`config.mk`:
```
export PLATFORM = sky130hd
export DESIGN_NAME = bbz_ram
export DESIGN_NICKNAME = d
export VERILOG_FILES = /design/src/sv/bbz_ram.sv
export SDC_FILE = /design/constraint.sdc
export NUM_CORES = 2
export LEC_CHECK = 0
export BUFFER_PORTS_ARGS = -buffer_cell sky130_fd_sc_hd__buf_2
export CAP_MARGIN = 30
export CELL_PAD_IN_SITES_DETAIL_PLACEMENT = 1
export CELL_PAD_IN_SITES_GLOBAL_PLACEMENT = 2
export CORE_MARGIN = 2
export CORE_UTILIZATION = 28
export CTS_CLUSTER_DIAMETER = 120
export DETAILED_ROUTE_END_ITERATION = 7
export HOLD_SLACK_MARGIN = 0.12
export PLACE_DENSITY_LB_ADDON = 0.1
export SETUP_SLACK_MARGIN = 0.15
export SLEW_MARGIN = 10
export SYNTH_ARGS = -nofsm -noshare
export SYNTH_HDL_FRONTEND = slang
export SYNTH_SLANG_ARGS = --single-unit
```
`constraint.sdc`:
```
create_clock -name clk_i -period 3.2 [get_ports clk_i]
set_clock_uncertainty 0.1 [all_clocks]
set_input_delay 0.32 -clock clk_i [delete_from_list [all_inputs] [get_ports clk_i]]
set_output_delay 0.32 -clock clk_i [all_outputs]
set_load 0.01 [all_outputs]
```
`src/sv/bbz_ram.sv`:
```
// ----------------------------------------------------------------------------
// bbz_ram
// Generic simple dual-port RAM, one write port, one registered read port.
// ----------------------------------------------------------------------------
module bbz_ram #(
  parameter int unsigned WIDTH = 8,
  parameter int unsigned DEPTH = 256
) (
  input  logic                     clk_i,
  input  logic                     we_i,
  input  logic [$clog2(DEPTH)-1:0] waddr_i,
  input  logic [WIDTH-1:0]         wdata_i,
  input  logic                     re_i,
  input  logic [$clog2(DEPTH)-1:0] raddr_i,
  output logic [WIDTH-1:0]         rdata_o
);

  logic [WIDTH-1:0] mem_q [DEPTH];
  logic [WIDTH-1:0] rdata_q;

  always_ff @(posedge clk_i) begin
    if (we_i) begin
      mem_q[waddr_i] <= wdata_i;
    end
    if (re_i) begin
      rdata_q <= mem_q[raddr_i];
    end
  end

  assign rdata_o = rdata_q;

endmodule

```
# Yosys cells after proc, flatten, opt, wreduce, memory -nomap -nowiden
# Memories as Yosys holds them, arrays and structs flattened. A register that Yosys moved wholly into a read port is not among the register bits.
# Cells that the tools add are included.
# totals
reg_bits,0
mem_bits_rw,2048
inputBits,27
n_memories,1
# memory_table
name,depth,width,read_ports,rd_clocked_by_memory_dff,write_ports,line,rtl
mem_q,256,8,1,1,1,18,logic [WIDTH-1:0] mem_q [DEPTH];
# op_classes
muxes,2
# ops
cell,count
2-to-1 mux 1 bit,2

# Depth between registers and ports, before layout
# depth
word_depth,2
ltp_mapped,11
mapped_depth_nobuf,6

# Least setup slack after synthesis
# No wires, ideal clock.
# synth_timing
kind,input port to flip-flop
from,in raddr_i[0]
to,reg rdata_q[2] (netlist: rdata_o[2]) (read register of mem_q) (data pin)
setup_time_ps,269
arrival_ps,2127
t_required_ps,2831
slack_ps,704
cell_stages,9
n_path_buf,4
cell_sequence,buf_6 > buf_12 > buf_8 > buf_2 > mux4_2 > a22oi_1 > a21oi_1 > nor4_1 > nor4_2
# synth_rtl
item,line,rtl
start: declaration,14,"input logic [$clog2(DEPTH)-1:0] raddr_i,"
end: declaration,19,logic [WIDTH-1:0] rdata_q;

==> metrics.yaml <==
dieHeight_um: 537
synthAdderAreaFrac_pct: 0
wl_um: 256000
yosys.area_share.simple_pct: 2.63
final_util_pct: 34.1
place_area_mm2: 0.0889
globalRouteOverflowTotal: 0
synth_top_family_by_area: "multiplexers"
setup.worst_path.end_class: "flip-flop"
area_growth_pct: 21.1
maxSlewViolCount: 0
maxCapViolations: 0
drive_gt1_share_pct: 32.2
numCtsBuffers: 235
cts_setup_buffers: 0
antenna_found_initial: 25
ctsLongestPathBuffers: 4
die-width_um: 537
clock-sinks: 2056
grt_max_degree: 112
synth_ff_type: "edfxtp_1"
nFillCells: 27834
dp_hpwl_um: 167000
syn_nets: 3760
yosysTopAreaCellShare_pct: 77.5
clkPwrFrac_pct: 44.0
core_mm2: 0.283
crit_path_max_incr_delay_ns: 0.89
post-route-min-period_ns: 2.93
cts_tree: "yes"
wl_per_cell_um: 30.6
rows: 195
ys_seq_area_share_pct: 77.5
fin_area_mm2: 0.0964
netlist_area_mm2: 0.0796
yosys_warnings: 0
port_buffers: 34
clock_latency_ns: 0.91
p_comb_share_pct: 5.6
cpMaxStageDelayCell: "nor4_1"
cp_max_fo: 1
clock-root-buffer: "clkbuf_16"
fmax_mhz: 341
vias: 40109
whs_ns: 0.193
finalHoldViolCount: 0
synth_common_cells: "edfxtp_1, mux4_2, nor2_1"
multi_input_area_mm2: 0.0166
place_inst: 7903
start_kind: "flip-flop"
synthArstFlopShare_pct: 0
synth_edf_count: 2056
critical_path.cell_chain: "mux4_2 > a22oi_1 > a31oi_1 > nor4_1 > buf_4 > nor4_1"
synthMuxAreaShare_pct: 14.6
viasPerCell: 4.80
drt_first_pass_iters: 5
min_path_cells: 4
synth_seq_cells: 2056
synth_area_leaders: "edfxtp_1, mux4_2, mux2i_1"
gp_congestion: 0.755
nets: 4440
drc: 0
clk_pin_slew_ns: 0.06
grtUsageTotal_pct: 17.7
min_path_type: "in -> reg"
seq_power_share_pct: 50.4
slew_headroom_pct: 35.3
stdcell_count: 8359
pin_count: 35
grt_pass1_wl_um: 358000
worst_slew_pin_slew_ns: 0.961
powerDensity_mw_per_mm2: 613
crit_required_ns: 3.76
path_class: "reg -> reg"
worst_ir_drop_vdd_mv: 0.468
power.switching_mw: 13.2
ctsHtreeMaxLevel: 4
ys_types: 54
p_leak_nw: 30.6
fin_ws_ns: 0.267
die_area_mm2: 0.289
grt_setup_unrepaired: "false"
initial_core_util_pct: 28.2
final_antenna_net_count: 0
synth-compound-area-share_pct: 3.42
synth_top_area_cell: "edfxtp_1"
drt_iter0_drc: 3303
dp_slack_ns: -0.951
swShare_pct: 22.4
p_int_mw: 45.8
syn-instance-count: 3733
final-seq-area_mm2: 0.0617
grt_pass1_vias: 43403
synthXorXnorAreaFrac_pct: 0
synth.avg_cell_area_um2: 21.3
yosys.cell_count.top_type: "edfxtp_1"
setup_viol: 0
rr_worst_depth: 6
outcome: "completed"
critical_path_arrival_ns: 3.50
path_common_cell: "nor4_1"
period_share_pct: 91.7
==> power groups by stage <==
stage | sequential [mW] | combinational, mW | clock [mW]
2_1_floorplan | 30.3 | 1.44 | 0
4_1_cts | 29.8 | 3.43 | 26.8
5_1_grt | 29.7 | 3.55 | 27.7
6_report | 29.8 | 3.31 | 26.0
3_3_place_gp | 30.3 | 3.38 | 0
3_5_place_dp | 30.3 | 3.40 | 0
==> cell families after synthesis <==
kind of cell / count (synthesis)
and+or+nand+nor: 466
buffers and inverters: 235
AOI/OAI and AO/OA: 385
muxes: 591
DFF: 2056
==> per-layer routing <==
layer  global-route usage [%]  vias to the layer above  part of all wire [%]
li1                         -                    17114                     -
met1                     24.6                    21920                    45
met2                     28.9                      734                    48
met3                     2.59                      337                   4.1
met4                     5.18                        4                   2.9
met5                        0                        -                 0.012
==> worst paths after layout <==
| kind | slack (ns) | from | end |
|---|---|---|---|
| worst max register to register | 0.27 | mem_q[191][5] | rdata_o[5] |
| worst max-delay path | 0.27 | mem_q[191][5] | rdata_o[5] |
| worst min-delay path | 0.19 | waddr_i[2] | mem_q[205][7] |
| worst min register to register | 1.24 | mem_q[50][2] | rdata_o[2] |
==> what timing repair did <==
item	in CTS	in global routing
hold buffers	14	0
endpoints found under the setup margin	2	2
endpoints found under the hold margin	1207	0
gates resized for setup	2	3
pin swaps	0	0
==> flip-flops by register name, summed over array words and instances, names as in the netlist <==
signal	count
mem_q	2048
rdata_o	8
==> layout make-up <==
| type | count | area share, % |
|---|---|---|
| Sequential cell | 2056 | 64.0 |
| Clock buffer | 275 | 6.28 |
| Timing Repair Buffer | 676 | 6.26 |
| Tap cell | 3743 | 4.86 |
| Multi-Input combinational cell | 1442 | 17.2 |
| Antenna cell | 15 | 0.0389 |
| Clock inverter | 150 | 1.31 |
| Inverter | 2 | 0.00779 |
==> cell usage in the layout, fill, tap and decap left out, drive strengths merged, types with 7 or more instances in the layout <==
cell            n
clkinvlp        7
clkinv        115
nand3          34
nand2          33
buf           662
a21oi          96
mux4          456
a221oi         14
o211ai         10
mux2i         134
a211oi         16
nor3           22
a22o            8
o22ai          28
edfxtp       2056
nand4          10
clkbuf        275
o221ai         47
inv            12
diode          15
a22oi         133
o21ai          12
nor2          282
bufinv         18
nor2b          31
dlygate4sd3    14
nor4           27
nand2b          8
==> per-stage QoR <==
stage / setup TNS, ns / total power, mW
after floorplan: 0 / 31.7
after global placement: -6.63 / 33.7
after detailed placement: -4.07 / 33.7
after CTS: 0 / 60.0
after global routing: 0 / 61.0
final: 0 / 59.1
==> worst max-delay path: cells and delay by family (launching register included) <==
family          cells  cell delay, ns
simple gates        2            0.94
buf+inv             1            0.26
flops               1            0.38
mux                 1            0.50
compound gates      2            0.54
Power figures use the tool's default switching activity.
