[src/sv/bbz_pkg.sv]
// ----------------------------------------------------------------------------
// bbz_pkg
// Shared constants, types and codes of the zero-padded box blur.
// ----------------------------------------------------------------------------
package bbz_pkg;

  localparam int unsigned MAX_HEIGHT = 64;
  localparam int unsigned MAX_WIDTH  = 64;
  localparam int unsigned MAX_KERNEL = 9;
  localparam int unsigned DEPTH      = MAX_HEIGHT * MAX_WIDTH;
  localparam int unsigned ADDR_W     = $clog2(DEPTH);
  localparam int unsigned CNT_W      = $clog2(DEPTH + 1);

  localparam int unsigned PIX_W   = 8;
  localparam int unsigned DIM_W   = 7;
  localparam int unsigned KER_W   = 4;
  localparam int unsigned ROW_W   = $clog2(MAX_HEIGHT);
  localparam int unsigned COL_W   = $clog2(MAX_WIDTH);
  localparam int unsigned RAD_W   = $clog2((MAX_KERNEL - 1) / 2 + 1);
  localparam int unsigned KOFF_W  = RAD_W + 1;
  localparam int unsigned POS_W   = DIM_W + 1;
  localparam int unsigned SUM_W   = $clog2(MAX_KERNEL * MAX_KERNEL * ((1 << PIX_W) - 1) + 1);
  localparam int unsigned DIV_W   = SUM_W + 1;
  localparam int unsigned DVS_W   = $clog2(2 * MAX_KERNEL * MAX_KERNEL + 1);
  localparam int unsigned DCNT_W  = $clog2(DIV_W + 1);
  localparam int unsigned PROD_W  = 2 * KER_W;

  localparam int unsigned CFG_AW = 2;
  localparam int unsigned CFG_DW = DIM_W;

  localparam logic [CFG_AW-1:0] REG_IMAGE_HEIGHT  = 2'd0;
  localparam logic [CFG_AW-1:0] REG_IMAGE_WIDTH   = 2'd1;
  localparam logic [CFG_AW-1:0] REG_KERNEL_HEIGHT = 2'd2;
  localparam logic [CFG_AW-1:0] REG_KERNEL_WIDTH  = 2'd3;

  localparam logic FUNC_LOAD    = 1'b0;
  localparam logic FUNC_COMPUTE = 1'b1;

  typedef enum logic [2:0] {
    ST_IDLE,
    ST_POS,
    ST_SUM,
    ST_MEAN,
    ST_OUT
  } state_e;

  typedef struct packed {
    logic [ROW_W-1:0] row;
    logic [COL_W-1:0] col;
    logic [DIM_W-1:0] h;
    logic [DIM_W-1:0] w;
    logic [RAD_W-1:0] rh;
    logic [RAD_W-1:0] rw;
  } win_t;

endpackage

[src/sv/bbz_div.sv]
// ----------------------------------------------------------------------------
// bbz_div
// Restoring divider, one quotient bit per cycle; shared by the raster
// position split and the rounded mean.
// ----------------------------------------------------------------------------
module bbz_div (
  input  logic                      clk_i,
  input  logic                      rst_ni,
  input  logic                      start_i,
  input  logic [bbz_pkg::DIV_W-1:0] dividend_i,
  input  logic [bbz_pkg::DVS_W-1:0] divisor_i,
  output logic                      done_o,
  output logic [bbz_pkg::DIV_W-1:0] quot_o,
  output logic [bbz_pkg::DVS_W-1:0] rem_o
);

  logic                       busy_q, busy_d;
  logic                       done_q, done_d;
  logic [bbz_pkg::DCNT_W-1:0] cnt_q, cnt_d;
  logic [bbz_pkg::DIV_W-1:0]  dvd_q, dvd_d;
  logic [bbz_pkg::DVS_W-1:0]  dvs_q, dvs_d;
  logic [bbz_pkg::DVS_W-1:0]  rem_q, rem_d;
  logic [bbz_pkg::DVS_W:0]    rem_sh;
  logic                       qbit;

  always_comb begin
    rem_sh = {rem_q, dvd_q[bbz_pkg::DIV_W-1]};
    qbit   = (rem_sh >= {1'b0, dvs_q});
    busy_d = busy_q;
    done_d = 1'b0;
    cnt_d  = cnt_q;
    dvd_d  = dvd_q;
    dvs_d  = dvs_q;
    rem_d  = rem_q;
    if (start_i) begin
      busy_d = 1'b1;
      cnt_d  = '0;
      dvd_d  = dividend_i;
      dvs_d  = divisor_i;
      rem_d  = '0;
    end else if (busy_q) begin
      rem_d = qbit ? bbz_pkg::DVS_W'(rem_sh - {1'b0, dvs_q})
                   : rem_sh[bbz_pkg::DVS_W-1:0];
      dvd_d = {dvd_q[bbz_pkg::DIV_W-2:0], qbit};
      cnt_d = cnt_q + 1'b1;
      if (cnt_q == bbz_pkg::DCNT_W'(bbz_pkg::DIV_W - 1)) begin
        busy_d = 1'b0;
        done_d = 1'b1;
      end
    end
  end

  always_ff @(posedge clk_i or negedge rst_ni) begin
    if (!rst_ni) begin
      busy_q <= 1'b0;
      done_q <= 1'b0;
      cnt_q  <= '0;
    end else begin
      busy_q <= busy_d;
      done_q <= done_d;
      cnt_q  <= cnt_d;
    end
  end

  always_ff @(posedge clk_i) begin
    dvd_q <= dvd_d;
    dvs_q <= dvs_d;
    rem_q <= rem_d;
  end

  assign done_o = done_q;
  assign quot_o = dvd_q;
  assign rem_o  = rem_q;

endmodule

[config.mk]
export PLATFORM = sky130hd
export DESIGN_NAME = bbz_div
export DESIGN_NICKNAME = d
export VERILOG_FILES = /design/src/sv/bbz_pkg.sv /design/src/sv/bbz_div.sv
export SDC_FILE = /design/constraint.sdc
export NUM_CORES = 1
export LEC_CHECK = 0
export ABC_AREA = 1
export BUFFER_PORTS_ARGS = -buffer_cell sky130_fd_sc_hd__buf_2
export CORE_UTILIZATION = 23
export CTS_BUF_LIST = sky130_fd_sc_hd__clkbuf_4
export DETAILED_ROUTE_END_ITERATION = 12
export GPL_TIMING_DRIVEN = 0
export PLACE_DENSITY_LB_ADDON = 0.2
export SYNTH_ARGS = -nofsm -noshare
export SYNTH_HDL_FRONTEND = slang
export SYNTH_SLANG_ARGS = --single-unit
[constraint.sdc]
create_clock -name clk_i -period 1.7 [get_ports clk_i]
set_clock_uncertainty 0.2 [all_clocks]
set_input_delay 0.17 -clock clk_i [delete_from_list [all_inputs] [get_ports clk_i]]
set_output_delay 0.17 -clock clk_i [all_outputs]
set_load 0.005 [all_outputs]
## Word-level counts from Yosys, hierarchy flattened

Cells that the tools add are included.

| storage, ports and cells | value |
|---|---|
| bits in registers | 39 |
| bits in latches | 0 |
| bits in writable memories | 0 |
| ROM bits | 0 |
| input port bits | 27 |
| output and inout bits | 25 |
| logic and storage cells | 22 |
| memories kept | 0 |

| cells by class | value |
|---|---|
| add/sub/neg operators | 2 |
| multipliers | 0 |
| divide/modulo/power cells | 0 |
| order comparisons | 1 |
| equality and inequality tests | 1 |
| shift-type cells | 0 |
| muxes and demuxes | 11 |
| bitwise gates (word level) | 0 |
| reduce and logical (&&, ||, !) cells | 1 |

Operator list:

| operator | count |
|---|---|
| $mux W16 | 2 |
| $mux W5 | 2 |
| $ge A9 B8 Y1 | 1 |
| $mux W8 | 1 |
| $sub A8 B8 Y8 | 1 |
| $mux W1 | 6 |
| $add A5 B1 Y5 const B | 1 |
| $eq A5 B4 Y1 const B | 1 |
| $reduce_bool A2 Y1 | 1 |

## Logic depth before layout (Yosys ltp)

Gate-level depths: netlist (run 1).

| logic depth | value |
|---|---|
| depth after elaboration | 4 |
| depth in mapped cells | 12 |

## Least setup slack after synthesis (run 1)

No wires, ideal clock.

| path | value |
|---|---|
| path type | reg2reg |
| from | reg dvd_q, in the netlist quot_o[15] |
| to | reg rem_q, in the netlist rem_o[4] |
| data arrival time | 1471 ps |
| required time | 1387 ps |
| setup slack | -84 ps |
| stages on the path, launching flop included | 11 |
| clock period less this slack | 1784 ps |
| path through | edfxtp_1 > inv_1 > ha_1 > fa_1 > inv_1 > nand3_1 > nand3_1 > xnor2_1 > nand2_1 > nand3_1 > nand2_1 |

| on the way | value |
|---|---|
| longest elaborated chain between the ends | 2 |
| elaborated cells between the ends (all ways) | 3 |
| those cells by class | add/sub (1); order compare (1); mux (1) |

RTL lines:

| item | RTL line | source |
|---|---|---|
| start, declared | bbz_div.sv:20 | `logic [bbz_pkg::DIV_W-1:0] dvd_q, dvd_d;` |
| start signal, assigned | bbz_div.sv:66 | `dvd_q <= dvd_d;` |
| $sub A8 B8 Y8 or $ge A9 B8 Y1 (tied branches) | bbz_div.sv:42, bbz_div.sv:28 |  |
| $mux W8 (*) | bbz_div.sv:42 | `rem_d = qbit ? bbz_pkg::DVS_W'(rem_sh - {1'b0, dvs_q})` |
| end signal, assigned | bbz_div.sv:68 | `rem_q <= rem_d;` |
| end, declared | bbz_div.sv:22 | `logic [bbz_pkg::DVS_W-1:0] rem_q, rem_d;` |

Mark *: on every way between the ends. The rest lies on a longest branch, timed or not.
A chain may end at the register's enable or synchronous reset.

## Worst setup path after layout (run 1)

| path | value |
|---|---|
| from | reg dvs_q[0] in the netlist's numbering |
| to | reg rem_q, in the netlist rem_o[4] |

| on the way | value |
|---|---|
| longest elaborated chain between the ends | 2 |
| elaborated cells between the ends (all ways) | 3 |
| those cells by class | add/sub (1); order compare (1); mux (1) |

RTL lines:

| item | RTL line | source |
|---|---|---|
| start, declared | bbz_div.sv:21 | `logic [bbz_pkg::DVS_W-1:0] dvs_q, dvs_d;` |
| start signal, assigned | bbz_div.sv:67 | `dvs_q <= dvs_d;` |
| $sub A8 B8 Y8 or $ge A9 B8 Y1 (tied branches) | bbz_div.sv:42, bbz_div.sv:28 |  |
| $mux W8 (*) | bbz_div.sv:42 |  |

Marks and branches as above.

==> run metrics, run 1 <==
result of the run=complete, but fails checks; violations in the final reports=negative setup slack; Final setup viols=9; Core ar.=8720 µm²; crit end category=flop; final hold vios=0; leading cell type by number of instances after synthesis=sky130_fd_sc_hd__nand2_1; hold crit path type=input port to flop; number of max-slew violations in the final report=0; post-route worst setup slack=-0.143 ns; minimum clock period after layout=1.84 ns; synthesized area per cell=8.74 µm²; initial antenna violation count=0; Netlist Area Pre-Place=2070 µm²; Worst Tran Pin Value=0.429 ns; top cells by instance count after synthesis=sky130_fd_sc_hd__nand2_1, sky130_fd_sc_hd__inv_1, sky130_fd_sc_hd__edfxtp_1; number of global-route vias before repair=1941; synth unique cells=32; number of buffers inserted during clock tree synthesis=5; R2R setup slack=-0.14 ns; power density relative to cell area=1130 nW/µm²; Max Clock Freq=543 MHz; arrival time at the worst endpoint=1.89 ns; unrepaired setup endpoints after global routing=true; Seq cells post-synth=39; Pwr Total=3.54 mW; remaining design rule violation count=0; first-pass GRT wire length=9.38 mm; number of ports placed on the die boundary=52; nets in the synthesized netlist=275; initial cell density of the core=0.238; cell count after placement=396; data required time at the worst endpoint=1.74 ns; number of enable-type register cells in the synthesized netlist=24; via count=1895; violation count after the first detailed-route iteration=43; CTS tree=built; cells after synthesis=237; VDD IR max=0.356 mV; width of the chip=96.9 µm; global routing met3 resource utilization=0.0275; number of cells traversed by the worst hold path=3; kind of critical path=flop to flop; drt pass-1 iters=4; number of diodes added for antenna fixing=0; sinks on the clock net=39; worst-path fanout max=2; Clock transition at path regs=0.13 ns; number of placement rows=34; post-layout net count=373; maximum number of pins on one net before global-route repair=18; global route total overflow=0; residual antenna-violating net count after detailed routing=0; fraction of met1 tracks used by global routing=0.158; leakage power of the design=1.50 nW; wire per inst=12.6 µm; DPL Wire Length=3.69 mm; CTS root buf=sky130_fd_sc_hd__clkbuf_4; die footprint=9390 µm²; number of buffer cells added on primary ports=51; Fin Hold WS=0.0782 ns; max_slew headroom=0.714; GPL Wtd Cong=0.783; final cell utilization of the core=0.358; CTS Buffer Depth=2; period utilization=1.08; global-route layer with the greatest usage=met2; Via-to-Cell Ratio=4.27; Yosys top cell by area=sky130_fd_sc_hd__edfxtp_1; non-filler instance count after layout=444; clock latency at the later pin of the worst-skew pair=0.34 ns; crit start category=flop; global-route usage over all layers=0.124; async set-reset flop share out of synthesis=0.179; height of the chip=96.9 µm; aggregate routed wire length=5.62 mm; deepest level of the CTS H-tree=2; Area Growth Syn to Fin=50.8%; area fraction of the dominant cell type after synthesis=0.348; Max-cap violations=0; top post-synthesis cells by area=sky130_fd_sc_hd__edfxtp_1, sky130_fd_sc_hd__nand2_1, sky130_fd_sc_hd__dfrtp_1; sequential element share of the synthesized area=0.510; number of warnings reported in the yosys synthesis log=0; cell depth of the worst flop-to-flop path=9; Most used DFF post-synth=sky130_fd_sc_hd__edfxtp_1; met2 Usage GRT=0.215; share of cells above drive strength 1=0.366
metrics by stage:
| stage | instance area [µm²] | TNS (ns) | setup slack (ns) |
|---|---|---|---|
| 3_3_place_gp | 2480 | -2.61 | -0.170 |
| 2_1_floorplan | 2090 | -0.00331 | -0.00331 |
| 4_1_cts | 3050 | -0.905 | -0.109 |
| 5_1_grt | 3120 | -1.82 | -0.231 |
| 3_5_place_dp | 2480 | -2.81 | -0.185 |
| 6_report | 3120 | -1.00 | -0.143 |
worst max-delay path, cell delays in order (launching register included):
cell                       delay [ns]
sky130_fd_sc_hd__edfxtp_1        0.44
sky130_fd_sc_hd__ha_4            0.18
sky130_fd_sc_hd__fa_2            0.37
sky130_fd_sc_hd__inv_2           0.08
sky130_fd_sc_hd__nand3_2         0.07
sky130_fd_sc_hd__nand3_2         0.09
sky130_fd_sc_hd__xnor2_2         0.13
sky130_fd_sc_hd__nand2_4         0.07
sky130_fd_sc_hd__nand3_2         0.05
sky130_fd_sc_hd__nand2_1         0.04
flip-flops by register name, indices dropped and copies added, names as in the netlist:
register	flops
quot_o	16
dvs_q	8
rem_o	8
cnt_q	5
busy_q	1
done_o	1
power breakdown:
group | switching, mW | leakage [nW] | total [mW] | internal, mW
Combinational | 0.901 | 1.05 | 1.74 | 0.844
Clock | 0.315 | 0.0361 | 0.509 | 0.194
Sequential | 0.135 | 0.411 | 1.29 | 1.16
cells by family (layout without fill, tap and decap cells):
kind of cell,after synthesis,count (layout),share of synthesized area
buf+inv,33,131,0.0676
xor+xnor,3,3,0.0127
simple gates,141,142,0.313
compound gates,10,10,0.0272
flops,39,39,0.510
fa+ha+maj,11,11,0.0700
metal layers:
layer,vias up,wire length [µm]
met5,-,0
met4,0,42
met3,5,224
met2,41,2730
met1,885,2620
li1,964,-
worst paths after layout:
path	start	endpoint
setup reg to reg	dvs_q[0]	rem_o[4]
max in group asynchronous	rst_ni	busy_q
hold / removal	start_i	cnt_q[2]
min in group asynchronous	rst_ni	cnt_q[1]
hold reg to reg	rem_o[5]	rem_o[5]
setup / recovery	dvs_q[0]	rem_o[4]
area by class of cell:
type / count / area [µm²]
multi-input combinational: 166 / 1090
timing repair buffer: 91 / 646
buffer: 4 / 23.8
inverter: 28 / 109
clock inverter: 1 / 5.00
fill: 933 / 5600
sequential: 39 / 1060
clock buffer: 7 / 52.6
tap: 108 / 135
layout by cell type, fill, tap and decap left out, types with 4 or more instances in the layout:
cell / n
sky130_fd_sc_hd__a21oi_1: 4
sky130_fd_sc_hd__buf_2: 52
sky130_fd_sc_hd__buf_4: 11
sky130_fd_sc_hd__inv_1: 19
sky130_fd_sc_hd__nand2_1: 84
sky130_fd_sc_hd__edfxtp_1: 24
sky130_fd_sc_hd__nor2_1: 7
sky130_fd_sc_hd__dfrtp_1: 7
sky130_fd_sc_hd__inv_2: 7
sky130_fd_sc_hd__nand3_1: 10
sky130_fd_sc_hd__clkbuf_4: 7
sky130_fd_sc_hd__nand2_2: 11
sky130_fd_sc_hd__nand3_2: 6
sky130_fd_sc_hd__dlygate4sd3_1: 28
sky130_fd_sc_hd__dfxtp_1: 6
sky130_fd_sc_hd__ha_4: 7
sky130_fd_sc_hd__nand3b_1: 7
repair_timing:
action,4_1_cts,5_1_grt
hold buffers,28,0
buffers inserted,9,3
setup endpoints to repair,9,26
gates resized for setup,27,16
gates cloned,1,0
hold endpoints to repair,35,0
pin swaps,11,10
Note: power is estimated with default switching activity, not from simulation.
==> run 2: changes to the inputs <==
Settings changed: BUFFER_PORTS_ARGS -buffer_cell sky130_fd_sc_hd__buf_2 to default, DONT_BUFFER_PORTS from default to 1, PLACE_DENSITY_LB_ADDON 0.2 to default.
==> run 2 against run 1 <==
  * Final area decreased by 8.4%
  * The run still ends with negative setup slack left
  * Global-route usage decreased by 1.1 points
  * Non-clock buffer count decreased by 54
  * Critical endpoint is now quot_o[1]
  * Worst setup slack got worse by 0.016 ns
  * Sequential share of layout area increased by 3.3 points
  * Critical path type is now input port to flop
  * Cell count decreased by 12%
==> run metrics, run 2 (synthesis results as in run 1) <==
post-layout net count=318; final standard cell area without fillers=2860 µm²; number of placement rows=34; number of diodes added for antenna fixing=0; CTS root buf=sky130_fd_sc_hd__clkbuf_4; Fin Hold WS=0.0370 ns; die footprint=9390 µm²; global-route usage over all layers=0.113; Worst path max stage delay=0.86 ns; number of max-slew violations in the final report=0; minimum clock period after layout=1.86 ns; non-filler instance count after layout=389; post-place instance area=2220 µm²; GPL Wtd Cong=0.816; Max Clock Freq=538 MHz; number of buffer cells added on primary ports=0; critical path buffer and inverter count=2; number of global-route vias before repair=1804; crit end category=flop; highest-count cells in the layout ignoring fill and taps=sky130_fd_sc_hd__nand2_1, sky130_fd_sc_hd__dlygate4sd3_1, sky130_fd_sc_hd__edfxtp_1, sky130_fd_sc_hd__inv_1, sky130_fd_sc_hd__nand2_2; arrival time at the worst endpoint=1.66 ns; most common library cell in the layout ignoring fill and taps=sky130_fd_sc_hd__nand2_1; drt pass-1 iters=4; Final setup viols=26; kind of cell adding the most delay to the critical path=buffers and inverters; number of ports placed on the die boundary=52; cell with the biggest individual delay on the critical path=sky130_fd_sc_hd__dlygate4sd3_1; crit start category=input port; Core ar.=8720 µm²; launch instance of the worst register-to-register path=quot_o[15]; WHS Endpoint=rem_o[5]; height of the chip=96.9 µm; period utilization=1.09; worst hold start=start_i; ordered list of cells on the worst path=dlygate4sd3_1 -> nor2_1 -> inv_1; violations in the final reports=negative setup slack; wire per inst=13.3 µm; data required time at the worst endpoint=1.50 ns; initial antenna violation count=0; VDD IR max=0.490 mV; worst slack after detailed placement=-0.198 ns; sinks on the clock net=39; Largest register FFs=16; initial cell density of the core=0.238; deepest level of the CTS H-tree=2; residual antenna-violating net count after detailed routing=0; maximum number of pins on one net before global-route repair=18; width of the chip=96.9 µm; Area Growth Syn to Fin=38.2%; cell count after placement=345; violation count after the first detailed-route iteration=68; via count=1718; clock latency at the later pin of the worst-skew pair=0.36 ns; leakage power of the design=1.27 nW; R2R setup slack=-0.13 ns; aggregate routed wire length=5.17 mm; CTS tree=built; endpoint of the worst register-to-register path=rem_o[4]; Via-to-Cell Ratio=4.42; kind of critical path=input port to flop; post-route worst setup slack=-0.159 ns; first-pass GRT wire length=8.50 mm; Worst Tran Pin Value=0.652 ns; final cell utilization of the core=0.328; CTS Buffer Depth=2; max_slew headroom=0.565; final hold vios=0; number of buffers inserted during clock tree synthesis=5; global route total overflow=0; Max-cap violations=0; share of cells above drive strength 1=0.221; aggregate negative setup slack=-3.58 ns; worst-path fanout max=17; remaining design rule violation count=0; power density relative to cell area=1250 nW/µm²; Pwr Total=3.59 mW; DPL Wire Length=3.37 mm; unrepaired setup endpoints after global routing=true; number of cells traversed by the worst hold path=4; result of the run=complete, but fails checks; cell depth of the worst flop-to-flop path=10; hold crit path type=input port to flop; Clock transition at path regs=0.13 ns
[run 2: worst max-delay path by stage]
stage / startpoint / end / slack [ns] / depth (start not counted)
floorplan: quot_o[15] / rem_o[4] / -0.003 / 10
global placement: quot_o[15] / rem_o[4] / -0.20 / 11
detailed placement: quot_o[15] / rem_o[5] / -0.20 / 11
CTS: quot_o[15] / rem_o[5] / -0.15 / 11
global route: quot_o[15] / rem_o[4] / -0.27 / 10
finish: start_i / quot_o[1] / -0.16 / 3
[run 2: routing by layer]
layer / GRT usage / vias up / wire length (µm)
li1: - / 854 / -
met1: 0.130 / 799 / 2180
met2: 0.193 / 55 / 2580
met3: 0.0383 / 10 / 334
met4: 0.0436 / 0 / 81
met5: 0 / - / 0
[run 2: cell type report]
type | instances | area [µm²]
clock buffer | 6 | 45.0
tap | 108 | 135
inverter | 28 | 105
buffer | 4 | 23.8
multi-input combinational | 165 | 1050
timing repair buffer | 37 | 377
sequential | 39 | 1060
fill | 871 | 5860
clock inverter | 2 | 60.1
[run 2: repair_timing]
action	CTS	global route
resized for setup	9	29
hold buffers	32	1
setup buffers	3	1
pin swaps	2	9
endpoints found under the hold margin	49	17
setup endpoints to repair	9	9
[run 2: report_power, final]
| part | leakage, nW | internal [mW] | switching (mW) |
|---|---|---|---|
| Combinational | 0.806 | 0.685 | 0.753 |
| Clock | 0.0559 | 0.475 | 0.330 |
| Sequential | 0.412 | 1.17 | 0.179 |
| Total | 1.27 | 2.32 | 1.26 |
[run 2: worst min-delay path, delay by kind of cell]
family	cells	cell delay [ns]
AND/OR/NAND/NOR	3	0.23
buffers and inverters	1	0.16
