File: config.mk
export PLATFORM = sky130hd
export DESIGN_NAME = bbz_win
export DESIGN_NICKNAME = d
export VERILOG_FILES = /design/src/sv/bbz_pkg.sv /design/src/sv/bbz_win.sv
export SDC_FILE = /design/constraint.sdc
export NUM_CORES = 1
export LEC_CHECK = 0
export BUFFER_PORTS_ARGS = -buffer_cell sky130_fd_sc_hd__buf_2
export CORE_UTILIZATION = 63
export CTS_CLUSTER_SIZE = 30
export DETAILED_ROUTE_END_ITERATION = 7
export GPL_ROUTABILITY_DRIVEN = 0
export PLACE_DENSITY_LB_ADDON = 0.3
export SYNTH_ARGS = -nofsm -noshare
export SYNTH_HDL_FRONTEND = slang
export SYNTH_SLANG_ARGS = --single-unit
export TNS_END_PERCENT = 100
File: constraint.sdc
create_clock -name clk_i -period 15.9 [get_ports clk_i]
set_input_delay 2.385 -clock clk_i [delete_from_list [all_inputs] [get_ports clk_i]]
set_output_delay 2.385 -clock clk_i [all_outputs]
set_load 0.1 [all_outputs]
File: src/sv/bbz_pkg.sv
// ----------------------------------------------------------------------------
// bbz_pkg
// Shared constants, types and codes of the zero-padded box blur.
// ----------------------------------------------------------------------------
package bbz_pkg;

  localparam int unsigned MAX_HEIGHT = 64;
  localparam int unsigned MAX_WIDTH  = 64;
  localparam int unsigned MAX_KERNEL = 9;
  localparam int unsigned DEPTH      = MAX_HEIGHT * MAX_WIDTH;
  localparam int unsigned ADDR_W     = $clog2(DEPTH);
  localparam int unsigned CNT_W      = $clog2(DEPTH + 1);

  localparam int unsigned PIX_W   = 8;
  localparam int unsigned DIM_W   = 7;
  localparam int unsigned KER_W   = 4;
  localparam int unsigned ROW_W   = $clog2(MAX_HEIGHT);
  localparam int unsigned COL_W   = $clog2(MAX_WIDTH);
  localparam int unsigned RAD_W   = $clog2((MAX_KERNEL - 1) / 2 + 1);
  localparam int unsigned KOFF_W  = RAD_W + 1;
  localparam int unsigned POS_W   = DIM_W + 1;
  localparam int unsigned SUM_W   = $clog2(MAX_KERNEL * MAX_KERNEL * ((1 << PIX_W) - 1) + 1);
  localparam int unsigned DIV_W   = SUM_W + 1;
  localparam int unsigned DVS_W   = $clog2(2 * MAX_KERNEL * MAX_KERNEL + 1);
  localparam int unsigned DCNT_W  = $clog2(DIV_W + 1);
  localparam int unsigned PROD_W  = 2 * KER_W;

  localparam int unsigned CFG_AW = 2;
  localparam int unsigned CFG_DW = DIM_W;

  localparam logic [CFG_AW-1:0] REG_IMAGE_HEIGHT  = 2'd0;
  localparam logic [CFG_AW-1:0] REG_IMAGE_WIDTH   = 2'd1;
  localparam logic [CFG_AW-1:0] REG_KERNEL_HEIGHT = 2'd2;
  localparam logic [CFG_AW-1:0] REG_KERNEL_WIDTH  = 2'd3;

  localparam logic FUNC_LOAD    = 1'b0;
  localparam logic FUNC_COMPUTE = 1'b1;

  typedef enum logic [2:0] {
    ST_IDLE,
    ST_POS,
    ST_SUM,
    ST_MEAN,
    ST_OUT
  } state_e;

  typedef struct packed {
    logic [ROW_W-1:0] row;
    logic [COL_W-1:0] col;
    logic [DIM_W-1:0] h;
    logic [DIM_W-1:0] w;
    logic [RAD_W-1:0] rh;
    logic [RAD_W-1:0] rw;
  } win_t;

endpackage

File: src/sv/bbz_win.sv
// ----------------------------------------------------------------------------
// bbz_win
// Window sequencer: walks the kernel offsets, issues one frame memory read
// per in-frame tap and accumulates the returned pixels.
// ----------------------------------------------------------------------------
module bbz_win (
  input  logic                       clk_i,
  input  logic                       rst_ni,
  input  logic                       start_i,
  input  bbz_pkg::win_t              win_i,
  output logic                       re_o,
  output logic [bbz_pkg::ADDR_W-1:0] raddr_o,
  input  logic [bbz_pkg::PIX_W-1:0]  rdata_i,
  output logic                       done_o,
  output logic [bbz_pkg::SUM_W-1:0]  sum_o
);

  localparam int unsigned FULL_W = bbz_pkg::ADDR_W + 1;

  bbz_pkg::win_t              win_q;
  logic                       busy_q, rvld_q, fin_q, done_q;
  logic [bbz_pkg::KOFF_W-1:0] i_q, j_q;
  logic [bbz_pkg::SUM_W-1:0]  sum_q;
  logic [bbz_pkg::POS_W-1:0]  r_pos, c_pos;
  logic                       r_ok, c_ok, last_it, tap_ok;
  logic [FULL_W-1:0]          addr_full;

  always_comb begin
    r_pos = bbz_pkg::POS_W'(win_q.row) + bbz_pkg::POS_W'(i_q) - bbz_pkg::POS_W'(win_q.rh);
    c_pos = bbz_pkg::POS_W'(win_q.col) + bbz_pkg::POS_W'(j_q) - bbz_pkg::POS_W'(win_q.rw);
    r_ok  = !r_pos[bbz_pkg::POS_W-1] && (r_pos < bbz_pkg::POS_W'(win_q.h));
    c_ok  = !c_pos[bbz_pkg::POS_W-1] && (c_pos < bbz_pkg::POS_W'(win_q.w));
    addr_full = FULL_W'(r_pos[bbz_pkg::ROW_W-1:0]) * FULL_W'(win_q.w)
              + FULL_W'(c_pos[bbz_pkg::COL_W-1:0]);
    last_it = (i_q == bbz_pkg::KOFF_W'({win_q.rh, 1'b0}))
           && (j_q == bbz_pkg::KOFF_W'({win_q.rw, 1'b0}));
    tap_ok  = busy_q && r_ok && c_ok;
  end

  assign re_o    = tap_ok;
  assign raddr_o = addr_full[bbz_pkg::ADDR_W-1:0];
  assign done_o  = done_q;
  assign sum_o   = sum_q;

  always_ff @(posedge clk_i or negedge rst_ni) begin
    if (!rst_ni) begin
      busy_q <= 1'b0;
      rvld_q <= 1'b0;
      fin_q  <= 1'b0;
      done_q <= 1'b0;
    end else begin
      rvld_q <= tap_ok;
      fin_q  <= busy_q && last_it;
      done_q <= fin_q;
      if (start_i) begin
        busy_q <= 1'b1;
      end else if (busy_q && last_it) begin
        busy_q <= 1'b0;
      end
    end
  end

  always_ff @(posedge clk_i) begin
    if (start_i) begin
      win_q <= win_i;
      i_q   <= '0;
      j_q   <= '0;
      sum_q <= '0;
    end else begin
      if (busy_q) begin
        if (j_q == bbz_pkg::KOFF_W'({win_q.rw, 1'b0})) begin
          j_q <= '0;
          i_q <= i_q + 1'b1;
        end else begin
          j_q <= j_q + 1'b1;
        end
      end
      if (rvld_q) begin
        sum_q <= sum_q + bbz_pkg::SUM_W'(rdata_i);
      end
    end
  end

endmodule

Word level (Yosys, flattened, before mapping). Cells that the tools add are included.

Div/mod/pow operators: 0. Bitwise gates (word level): 0. Magnitude comparators: 2. Multipliers: 1. Eq/ne operators: 2. Shift-type cells: 0. Reductions and logical operators: 10. $add $sub $neg: 8. Mux-type cells: 3.

Operators by type and width (count): < comparator 8 x 7 -> 1 bit (2); subtractor 7 x 3 -> 8 bit (2); adder 15 x 8 -> 15 bit (1); adder 6 x 4 -> 7 bit (2); adder 12 x 6 -> 12 bit (1); multiplier 6 x 7 -> 12 bit (1); adder 4 x 1 -> 4 bit (second input constant) (2); == test 4 bit (2); logical AND 1 bit (6); two-way mux 4 bit (1); logical NOT 1 bit (2); two-way mux 1 bit (2); AND reduction 2 bit (1); nonzero test 2 bit (1).

Memories kept: 0. Register bits after elaboration: 59. Logic and storage cells: 39. Input bits: 43. Memory bits (writable): 0. Output and inout port bits: 29. Memory bits (read-only): 0. Bits in latches: 0.

Logic depth before layout (Yosys ltp). Gate-level depths: netlist (run 1).

Depth in word-level cells: 6. Depth in mapped cells: 25. Mapped depth without buffers: 25.

Worst setup path after synthesis (run 1). Ideal clock, no wire load.

Kind: register to output. Start point: register i_q[1] (netlist bit). End point: output raddr_o[11] (netlist bit). Slack: 6.615 ns. Path buffers: 0. Required time: 13.515 ns. Stages on the path, launching flop included: 23. Arrival time: 6.900 ns. Path through: dfxtp_1 > inv_1 > fa_1 > inv_1 > ha_1 > a211oi_1 > o21bai_1 > a21oi_2 > xor2_2 > nand2_1 > fa_1 > fa_1 > inv_1 > fa_1 > inv_1 > fa_1 > inv_1 > ha_1 > nand2_1 > o21ai_0 > o22ai_1 > xnor2_1 > xnor2_1.

Cells in the longest elaborated chain, start to end: 4.

RTL lines: from (decl) (RTL line bbz_win.sv:22) `logic [bbz_pkg::KOFF_W-1:0] i_q, j_q;`; from (signal assigned) (RTL line bbz_win.sv:73) `i_q <= i_q + 1'b1;`; adder 6 x 4 -> 7 bit (RTL line bbz_win.sv:29) `r_pos = bbz_pkg::POS_W'(win_q.row) + bbz_pkg::POS_W'(i_q) - bbz_pkg::POS_W'(win_q.rh);`; subtractor 7 x 3 -> 8 bit (RTL line bbz_win.sv:29); multiplier 6 x 7 -> 12 bit (RTL line bbz_win.sv:33) `addr_full = FULL_W'(r_pos[bbz_pkg::ROW_W-1:0]) * FULL_W'(win_q.w)`; adder 12 x 6 -> 12 bit (RTL line bbz_win.sv:34) `+ FULL_W'(c_pos[bbz_pkg::COL_W-1:0]);`; to (decl) (RTL line bbz_win.sv:12) `output logic [bbz_pkg::ADDR_W-1:0] raddr_o,`.

No other way between the ends.

Final worst setup path (run 1).
Start point: register i_q[1] (netlist bit). End point: output raddr_o[10] (netlist bit).

Same word-level chain as after synthesis.

==> summary.log, run 1 <==
[logic_synthesis] top_reg_cell synth edfxtp_1
[global_route] antenna violations before repair 0
[sta] setup violators final 0
[final_layout] number of nets in the layout 733
[floorplan] initial cell density of the core 66.6%
[clocking] number of buffers added to fix hold violations after cts 0
[final_layout] Seq. cell area 1520 um2
[route] Initial DRT Pass Iterations 4
[logic_synthesis] async set or reset register ratio after synthesis 6.78%
[global_route] total overflow reported by the global router 0
[logic_synthesis] Seq/Total Area, Yosys 30.7%
[global_route] pin count of the biggest net entering global routing 61
[final_layout] fraction of final layout cells sized beyond drive strength 1 16.0%
[setup_path] kind of capture point of the worst setup path output pin
[route] DRC violations left 0
[floorplan] die width 90.7 um
[sta] highest clock frequency the design can meet 109 MHz
[placed_design] Final HPWL DP 7760 um
[clocking] cell at the root of the clock tree clkbuf_8
[setup_path] launch point of the worst reg-to-reg path j_q[1]$_SDFFE_PP0P_
[setup_path] CP Class reg -> out
[sta] tightest slew margin relative to the limit 49.1%
[clocking] H-tree level count 3
[logic_synthesis] mean area per synthesized cell 9.70 um2
[logic_synthesis] number of storage elements in the synthesis netlist 59
[setup_path] r2r setup slk 12010 ps
[floorplan] CORE AREA 7450 um2
[route] vias per inst 5.46
[logic_synthesis] leading area contributor after synthesis edfxtp_1
[route] antenna-violating nets left 0
[logic_synthesis] synthesized instance count 511
[hold_path] Min-Delay Endpoint done_o$_DFF_PN0_
[setup_path] Crit path required time 13520 ps
[setup_path] Worst Reg-to-Reg Cells 14
[route] routed wire length per instance 14.4 um
[global_route] vias in the first global route 3812
[global_route] combined global-route utilization of all metal layers 26.7%
[status] outcome complete, no violations
[clocking] clock tree from TritonCTS done
[route] Final Routed Wirelength 9980 um
[hold_path] hold path startpoint fin_q$_DFF_PN0_
[clocking] CTS clock-pin slew for the worst setup and hold paths 70 ps
[route] count of vias placed by the detailed router 3776
[route] number of design-rule violations left by the first detailed-router iteration 157
[setup_path] crit path launch type register
[sta] post-route clock period utilization 57.8%
[floorplan] number of top-level pins 72
[global_route] global-route wire length before repair 17300 um
[clocking] Num CTS Buffers 9
[sta] min cycle time layout 9190 ps
[final_layout] filler cell count in the final layout 528
[clocking] total number of clock tree sinks 59
[clocking] Max Buffers Root-to-Sink 2
[logic_synthesis] mapped cell area 4960 um2
[logic_synthesis] library cells used by synthesis 49
[floorplan] number of standard-cell rows in the floorplan 31
[sta] transition time at the pin with the least slew margin 758 ps
[sta] max-slew violations 0
[hold_path] class of the worst hold path reg -> reg
[logic_synthesis] number of enable-type register cells in the synthesized netlist 32
[clocking] count of cells resized by post-cts repair 0
[clocking] setup repair bufs after CTS 0
[sta] RSZ-0062 raised after global routing false
[final_layout] Layout Area Growth over Synthesis 13.4%
[floorplan] Die Footprint 8230 um2
[logic_synthesis] nets in the synthesized netlist 656
[logic_synthesis] Yosys warning total 0
[sta] final hold violation count 0
[final_layout] area taken by multi-input logic gates 3050 um2
[floorplan] Die Ht 90.7 um
[sta] total negative slack for setup checks 0 ps
[hold_path] Hold Path Cell Cnt 0
[placed_design] buffers added on ports 71
[run] max-capacitance violation count 0
[sta] Final Skew 15.4 ps
[clocking] Clk Latency, worst-skew pair 350 ps
[logic_synthesis] main area contributors after synthesis edfxtp_1, ha_1, fa_1, dfxtp_1, inv_1
[final_layout] final antenna diode count 0
[logic_synthesis] top-area cell type share of the netlist area 19.4%
[setup_path] critical path peak fanout 8
[setup_path] arrival time at the worst endpoint 6800 ps
[setup_path] critical register-to-register path endpoint rvld_q$_DFF_PN0_
final cells by class:
cell class              instances  area share, %
multi-input cells             351           54.3
flip-flops and latches         59           27.1
repair buffers                 72           6.45
inverters                      95           6.34
clock buffers                  13           3.40
well taps                      99           2.20
clock inverters                 3          0.289
kinds of logic (layout without fill, tap and decap cells):
family / count (synthesis) / in the layout / synth area share, %
AOI/OAI and AO/OA: 76 / 76 / 9.92
buffers and inverters: 101 / 183 / 7.80
and+or+nand+nor: 128 / 128 / 13.1
xor gates and xnor gates: 40 / 40 / 7.22
DFF: 59 / 59 / 30.7
muxes: 5 / 5 / 1.01
adders and majority gates: 102 / 102 / 30.3
worst max path at each step:
| stage | start | to |
|---|---|---|
| after floorplan | i_q[1]$_SDFFE_PP0P_ | raddr_o[11] |
| after global placement | i_q[1]$_SDFFE_PP0P_ | raddr_o[11] |
| after detailed placement | i_q[1]$_SDFFE_PP0P_ | raddr_o[10] |
| after CTS | i_q[1]$_SDFFE_PP0P_ | raddr_o[11] |
| after global routing | i_q[0]$_SDFFE_PP0P_ | raddr_o[11] |
| final | i_q[1]$_SDFFE_PP0P_ | raddr_o[10] |
critical path, stage by stage (launching register included):
cell	delay, ps
dfxtp_1	440
inv_1	100
fa_1	540
inv_1	50
ha_1	320
a211oi_1	240
o21bai_1	130
a21oi_2	210
xor2_2	330
nand2_1	130
fa_1	520
fa_1	560
inv_1	60
fa_1	530
inv_1	50
fa_1	530
inv_1	40
ha_1	330
o21ai_0	130
o21ai_1	140
a31o_2	260
a21oi_1	200
xnor2_1	160
buf_2	450
stage by stage:
step                      instance area (um2)  std cells  util, %  setup slack, ps  hold WS [ps]
after floorplan                          4960        511        -             6620           331
after global placement                   5420        676     72.7             7350           341
after detailed placement                 5420        676     72.7             7080           337
after CTS                                5620        692     75.5             6680           354
after global routing                     5620        692     75.5             6200           365
final                                    5620        692     75.5             6710           351
cell usage after synthesis, drive strengths merged, types with 5 or more instances:
cell type   n
inv        94
ha         72
nor2       38
edfxtp     32
nand2      31
fa         30
xnor2      25
dfxtp      23
and2       21
a21oi      19
o21ai      18
xor2       15
a21o        7
nor3        6
o21a        6
and3        5
mux2i       5
placed cells by master, fill, tap and decap left out, types with 14 or more instances in the layout:
cell / instances
a21oi_1: 17
and2_1: 21
buf_2: 71
dfxtp_1: 23
edfxtp_1: 32
fa_1: 30
ha_1: 72
inv_1: 94
nand2_1: 31
nor2_1: 38
o21ai_0: 14
xnor2_1: 25
xor2_1: 14
sequential cells by signal, indices dropped and copies added, names as in the netlist:
name    count
busy_q      1
done_o      1
fin_q       1
i_q         4
j_q         4
rvld_q      1
sum_o      15
win_q      32
per-layer routing:
| metal | part of all wire (%) | track usage, % | wire length (um) | up-vias |
|---|---|---|---|---|
| met5 | 0 | 0 | 0 | - |
| met4 | 1.3 | 9.54 | 129 | 0 |
| met3 | 4.6 | 5.72 | 463 | 11 |
| met2 | 49 | 45.5 | 4930 | 115 |
| met1 | 45 | 33.4 | 4460 | 1794 |
| li1 | - | - | - | 1856 |
Power of run 1 is not shown: default switching activity piles up to over one toggle a cycle in this logic, so the estimate is an artifact.
==> inputs of run 2 (changes only) <==
--- a/config.mk
+++ b/config.mk
@@ -6,7 +6,7 @@
 export NUM_CORES = 1
 export LEC_CHECK = 0
 export BUFFER_PORTS_ARGS = -buffer_cell sky130_fd_sc_hd__buf_2
-export CORE_UTILIZATION = 63
+export CORE_UTILIZATION = 59
 export CTS_CLUSTER_SIZE = 30
 export DETAILED_ROUTE_END_ITERATION = 7
 export GPL_ROUTABILITY_DRIVEN = 0
==> constraint.sdc (replaced) <==
create_clock -name clk_i -period 8.7 [get_ports clk_i]
set_input_delay 1.305 -clock clk_i [delete_from_list [all_inputs] [get_ports clk_i]]
set_output_delay 1.305 -clock clk_i [all_outputs]
set_load 0.1 [all_outputs]
==> summary.log, run 2 (synthesized netlist as in run 1, its figures left out) <==
[status] outcome complete, no violations
[route] DRC violations left 0 [unchanged]
[floorplan] initial cell density of the core 60.7% [-5.9 points]
[sta] highest clock frequency the design can meet 125 MHz
[placed_design] Final HPWL DP 7480 um [-3.6%]
[clocking] clock tree from TritonCTS done
[setup_path] arrival time at the worst endpoint 6700 ps [-100 ps]
[sta] post-route clock period utilization 92.0%
[setup_path] critical path peak fanout 8 [unchanged]
[clocking] cell at the root of the clock tree clkbuf_8
[clocking] number of buffers added to fix hold violations after cts 0 [unchanged]
[final_layout] max FFs per register 32 [unchanged]
[route] Initial DRT Pass Iterations 4 [unchanged]
[sta] tightest slew margin relative to the limit 48.6% [-0.52 points]
[final_layout] number of nets in the layout 733 [unchanged]
[sta] max-slew violations 0 [unchanged]
[placed_design] buffers added on ports 71 [unchanged]
[clocking] Clk Latency, worst-skew pair 350 ps [about the same]
[setup_path] CP Class reg -> out
[floorplan] Die Ht 93.7 um [+3.3%]
[floorplan] number of standard-cell rows in the floorplan 33 [+6.5%]
[final_layout] register bank with the most flops win_q
[floorplan] Die Footprint 8780 um2 [+6.6%]
[route] Final Routed Wirelength 9540 um [-4.4%]
[clocking] setup repair bufs after CTS 0 [unchanged]
[sta] RSZ-0062 raised after global routing false
[setup_path] crit path launch type register
[final_layout] non-filler instance count after layout 698 [+0.87%]
[floorplan] CORE AREA 8180 um2 [+9.8%]
[clocking] Max Buffers Root-to-Sink 2 [unchanged]
[clocking] H-tree level count 3 [unchanged]
[floorplan] number of top-level pins 72 [unchanged]
[setup_path] kind of capture point of the worst setup path output pin
[final_layout] final antenna diode count 0 [unchanged]
[global_route] pin count of the biggest net entering global routing 61 [unchanged]
[run] max-capacitance violation count 0 [unchanged]
[sta] total negative slack for setup checks 0 ps [unchanged]
[clocking] CTS clock-pin slew for the worst setup and hold paths 70 ps [about the same]
[sta] Final Skew 9.51 ps [-5.92 ps]
[final_layout] fraction of final layout cells sized beyond drive strength 1 16.0% [unchanged]
[sta] transition time at the pin with the least slew margin 766 ps [+7.74 ps]
[global_route] combined global-route utilization of all metal layers 24.9% [-1.9 points]
[global_route] antenna violations before repair 0 [unchanged]
[route] number of design-rule violations left by the first detailed-router iteration 164 [+4.5%]
[route] count of vias placed by the detailed router 3695 [-2.1%]
[floorplan] die width 93.7 um [+3.3%]
[route] routed wire length per instance 13.7 um [-5.2%]
[global_route] vias in the first global route 3782 [-0.79%]
[sta] setup violators final 0 [unchanged]
[final_layout] post-layout util 68.9% [-6.6 points]
[route] vias per inst 5.29 [-3.0%]
[final_layout] Layout Area Growth over Synthesis 13.6%
[sta] min cycle time layout 8000 ps
[placed_design] Placed Cells incl. Taps 682 [+0.89%]
[global_route] total overflow reported by the global router 0 [unchanged]
[final_layout] commonest non-fill, non-tap cells in the layout inv_1, ha_1, buf_2
[final_layout] filler cell count in the final layout 647 [+23%]
[clocking] Num CTS Buffers 9 [unchanged]
[hold_path] class of the worst hold path reg -> reg
[sta] final hold violation count 0 [unchanged]
[final_layout] most common cell after layout, fill and taps aside inv_1
[global_route] global-route wire length before repair 16800 um [-2.3%]
[setup_path] Crit path required time 7390 ps [-6130 ps]
[clocking] count of cells resized by post-cts repair 0 [unchanged]
[clocking] total number of clock tree sinks 59 [unchanged]
[route] antenna-violating nets left 0 [unchanged]
[run 2: final cells by class]
| type | instances | area (um2) | share of cell area (%) |
|---|---|---|---|
| sequential | 59 | 1520 | 27.0 |
| timing repair buffer | 72 | 363 | 6.44 |
| clock buffer | 13 | 191 | 3.40 |
| inverter | 95 | 357 | 6.33 |
| clock inverter | 3 | 16.3 | 0.289 |
| multi-input combinational | 351 | 3050 | 54.2 |
| tap | 105 | 131 | 2.33 |
[run 2: worst paths after layout]
| kind | start | end | slack (ps) | cells after the start |
|---|---|---|---|---|
| worst max register to register | j_q[1]$_SDFFE_PP0P_ | rvld_q$_DFF_PN0_ | 4800 | 14 |
| max in group asynchronous | rst_ni | busy_q$_DFFE_PN0P_ | 7830 | 1 |
| worst max-delay path | i_q[0]$_SDFFE_PP0P_ | raddr_o[11] | 700 | 25 |
| min in group asynchronous | rst_ni | done_o$_DFF_PN0_ | 740 | 1 |
| worst min-delay path | fin_q$_DFF_PN0_ | done_o$_DFF_PN0_ | 370 | 0 |
| worst min register to register | fin_q$_DFF_PN0_ | done_o$_DFF_PN0_ | 370 | 0 |
[run 2: stage by stage]
step           instance area [um2]  worst slack, ps  hold slack, ps
6_report                      5630              696             367
5_1_grt                       5630              244             386
4_1_cts                       5630              670             372
3_5_place_dp                  5420             1110             355
3_3_place_gp                  5420             1210             342
2_1_floorplan                 4960              495             331
[run 2: per-layer routing]
layer / routed length, um / global-route usage, % / vias up
met3: 400 / 5.58 / 12
met5: 0 / 0 / -
li1: - / - / 1851
met2: 4610 / 40.8 / 89
met1: 4410 / 32.8 / 1743
met4: 125 / 7.82 / 0
[run 2: critical path: stages (launching register included)]
cell and delay, ps:
dfxtp_1 450, inv_1 90, ha_1 270, inv_1 50
ha_1 180, inv_1 60, fa_1 390, nor2b_1 140
o21a_1 140, nor2_1 60, xnor2_1 500, nand2_1 160
fa_1 510, fa_1 540, inv_1 50, fa_1 530
inv_1 50, fa_1 520, inv_1 40, ha_1 310
nand2_1 60, o21ai_0 290, o22ai_1 170, xnor2_1 200
xnor2_1 130, buf_2 440
Power of run 2 is left out for the same reason.
==> inputs of run 3 (changes only) <==
--- a/config.mk
+++ b/config.mk
@@ -5,6 +5,7 @@
 export SDC_FILE = /design/constraint.sdc
 export NUM_CORES = 1
 export LEC_CHECK = 0
+export ABC_AREA = 1
 export BUFFER_PORTS_ARGS = -buffer_cell sky130_fd_sc_hd__buf_2
 export CORE_UTILIZATION = 59
 export CTS_CLUSTER_SIZE = 30
==> summary.log, run 3 <==
[clocking] number of buffers added to fix hold violations after cts 0 [unchanged]
[clocking] setup repair bufs after CTS 0 [unchanged]
[sta] tightest slew margin relative to the limit 36.6% [-12 points]
[final_layout] Layout Area Growth over Synthesis 12.7%
[logic_synthesis] mapped cell area 5270 um2 [+6.4%]
[route] routed wire length per instance 13.2 um [-3.4%]
[sta] max-slew violations 0 [unchanged]
[sta] setup violators final 0 [unchanged]
[final_layout] commonest non-fill, non-tap cells in the layout inv_1, nand2_1, nor2_1
[sta] Final Skew 14.1 ps [+4.58 ps]
[setup_path] Worst path slowest cell fa_1
[setup_path] delay contributed by the slowest stage of the critical path 560 ps [+20 ps]
[logic_synthesis] Yosys warning total 0 [unchanged]
[logic_synthesis] library cells used by synthesis 36 [-27%]
[final_layout] most common cell after layout, fill and taps aside inv_1
[floorplan] CORE AREA 8680 um2 [+6.2%]
[logic_synthesis] async set or reset register ratio after synthesis 6.78% [unchanged]
[setup_path] combined buffer and inverter count along the critical path 6 [-1]
[route] Initial DRT Pass Iterations 5 [+1]
[placed_design] buffers added on ports 71 [unchanged]
[placed_design] Final HPWL DP 9200 um [+23%]
[run] max-capacitance violation count 0 [unchanged]
[setup_path] critical path peak fanout 6 [-2]
[hold_path] class of the worst hold path reg -> reg
[status] outcome complete, no violations
[clocking] Num CTS Buffers 9 [unchanged]
[logic_synthesis] mean area per synthesized cell 8.00 um2 [-18%]
[route] antenna-violating nets left 0 [unchanged]
[sta] RSZ-0062 raised after global routing false
[final_layout] register bank with the most flops win_q
[sta] post-route clock period utilization 86.4% [-5.6 points]
[clocking] cell at the root of the clock tree clkbuf_8
[clocking] total number of clock tree sinks 59 [unchanged]
[final_layout] final antenna diode count 0 [unchanged]
[logic_synthesis] top cells by count, synth inv_1, nand2_1, nor2_1, ha_1
[global_route] vias in the first global route 4321 [+14%]
[setup_path] kind of cell adding the most delay to the critical path adder cells
[clocking] Clk Latency, worst-skew pair 350 ps [about the same]
[floorplan] die width 96.5 um [+3.1%]
[sta] tightest hold margin 352 ps [-14.9 ps]
[global_route] antenna violations before repair 0 [unchanged]
[logic_synthesis] Seq/Total Area, Yosys 28.8% [-1.8 points]
[sta] min cycle time layout 7520 ps [-488 ps]
[final_layout] post-layout util 68.5% [-0.36 points]
[global_route] global-route wire length before repair 18100 um [+7.6%]
[setup_path] arrival time at the worst endpoint 6210 ps [-490 ps]
[logic_synthesis] synthesized instance count 659 [+29%]
[clocking] CTS clock-pin slew for the worst setup and hold paths 70 ps [about the same]
[clocking] count of cells resized by post-cts repair 0 [unchanged]
[route] Final Routed Wirelength 11200 um [+17%]
[logic_synthesis] main area contributors after synthesis edfxtp_1, ha_1, fa_1, inv_1, nand2_1
[logic_synthesis] number of storage elements in the synthesis netlist 59 [unchanged]
[sta] highest clock frequency the design can meet 133 MHz [+6.5%]
[sta] final hold violation count 0 [unchanged]
[sta] total negative slack for setup checks 0 ps [unchanged]
[floorplan] number of top-level pins 72 [unchanged]
[logic_synthesis] top-area cell type share of the netlist area 18.2% [-1.2 points]
[final_layout] fraction of final layout cells sized beyond drive strength 1 13.5% [-2.5 points]
[logic_synthesis] top_reg_cell synth edfxtp_1
[setup_path] Crit path required time 7390 ps [about the same]
[floorplan] number of standard-cell rows in the floorplan 34 [+3.0%]
[setup_path] worst path cell trace fa_1 > inv_1 > ha_1 > nand2_1 > o21ai_0 > or2_2 > nand2_2 > inv_1 > nand2_1 > fa_1 > fa_1 > inv_1 > fa_1 > inv_1 > fa_1 > inv_1 > ha_1 > nand2_1 > o21ai_0 > nand2_1 > nand3_1 > nand3_1 > nand2_1 > buf_2
[route] number of design-rule violations left by the first detailed-router iteration 215 [+31%]
[floorplan] Die Footprint 9320 um2 [+6.2%]
[global_route] combined global-route utilization of all metal layers 25.6% [+0.71 points]
[setup_path] kind of capture point of the worst setup path output pin
[global_route] pin count of the biggest net entering global routing 45 [-26%]
[route] vias per inst 5.23 [-1.2%]
[floorplan] Die Ht 96.5 um [+3.1%]
[route] count of vias placed by the detailed router 4436 [+20%]
[global_route] total overflow reported by the global router 0 [unchanged]
[logic_synthesis] leading area contributor after synthesis edfxtp_1
[setup_path] CP Class reg -> out
[logic_synthesis] number of enable-type register cells in the synthesized netlist 32 [unchanged]
[final_layout] number of nets in the layout 880 [+20%]
[sta] transition time at the pin with the least slew margin 950 ps [+185 ps]
[floorplan] initial cell density of the core 60.8% [+0.12 points]
[setup_path] crit path launch type register
[logic_synthesis] most instantiated library cell after synthesis inv_1
[final_layout] max FFs per register 32 [unchanged]
[route] DRC violations left 0 [unchanged]
[clocking] H-tree level count 3 [unchanged]
[clocking] clock tree from TritonCTS done
[clocking] Max Buffers Root-to-Sink 2 [unchanged]
[logic_synthesis] nets in the synthesized netlist 804 [+23%]
[final_layout] filler cell count in the final layout 716 [+11%]
==> run 3: layer usage <==
| metal | wire, um | share of wire, % | vias to the layer above | track usage (%) |
|---|---|---|---|---|
| met5 | 0 | 0 | - | 0 |
| met4 | 286 | 2.6 | 0 | 10.3 |
| met3 | 447 | 4.0 | 26 | 3.76 |
| met2 | 5850 | 52 | 124 | 47.1 |
| met1 | 4620 | 41 | 2067 | 29.5 |
| li1 | - | - | 2219 | - |
==> run 3: final timing paths <==
check | from | end | slack [ps] | cells after the start
min reg2reg | fin_q$_DFF_PN0_ | done_o$_DFF_PN0_ | 350 | 0
max in group asynchronous | rst_ni | fin_q$_DFF_PN0_ | 7820 | 1
max | win_q[5]$_DFFE_PP_ | raddr_o[11] | 1180 | 24
min | fin_q$_DFF_PN0_ | done_o$_DFF_PN0_ | 350 | 0
min in group asynchronous | rst_ni | busy_q$_DFFE_PN0P_ | 760 | 1
max reg2reg | win_q[2]$_DFFE_PP_ | rvld_q$_DFF_PN0_ | 5420 | 15
==> run 3: cell families (layout without fill, tap and decap cells) <==
logic type | count (synthesis) | count (layout) | synth area share, %
xor gates and xnor gates | 25 | 25 | 4.29
buffers and inverters | 153 | 234 | 11.1
adders and majority gates | 102 | 102 | 28.5
and+or+nand+nor | 262 | 262 | 21.1
DFF | 59 | 59 | 28.8
AOI/OAI and AO/OA | 58 | 58 | 6.19
==> run 3: layout make-up <==
| cell class | count | area [um2] | share of cell area, % |
|---|---|---|---|
| timing repair buffer | 71 | 355 | 5.98 |
| clock buffer | 9 | 124 | 2.08 |
| sequential | 59 | 1520 | 25.6 |
| tap | 108 | 135 | 2.27 |
| multi-input combinational | 447 | 3170 | 53.3 |
| clock inverter | 7 | 90.1 | 1.52 |
| inverter | 147 | 552 | 9.28 |
==> run 3: per-stage QoR <==
stage                     std cells  cell area (um2)  setup slack [ps]
after floorplan                 659             5270               985
after global placement          832             5730              1720
after detailed placement        832             5730              1600
after CTS                       848             5950              1210
after global routing            848             5950               859
final                           848             5950              1180
Power of run 3 is left out for the same reason.
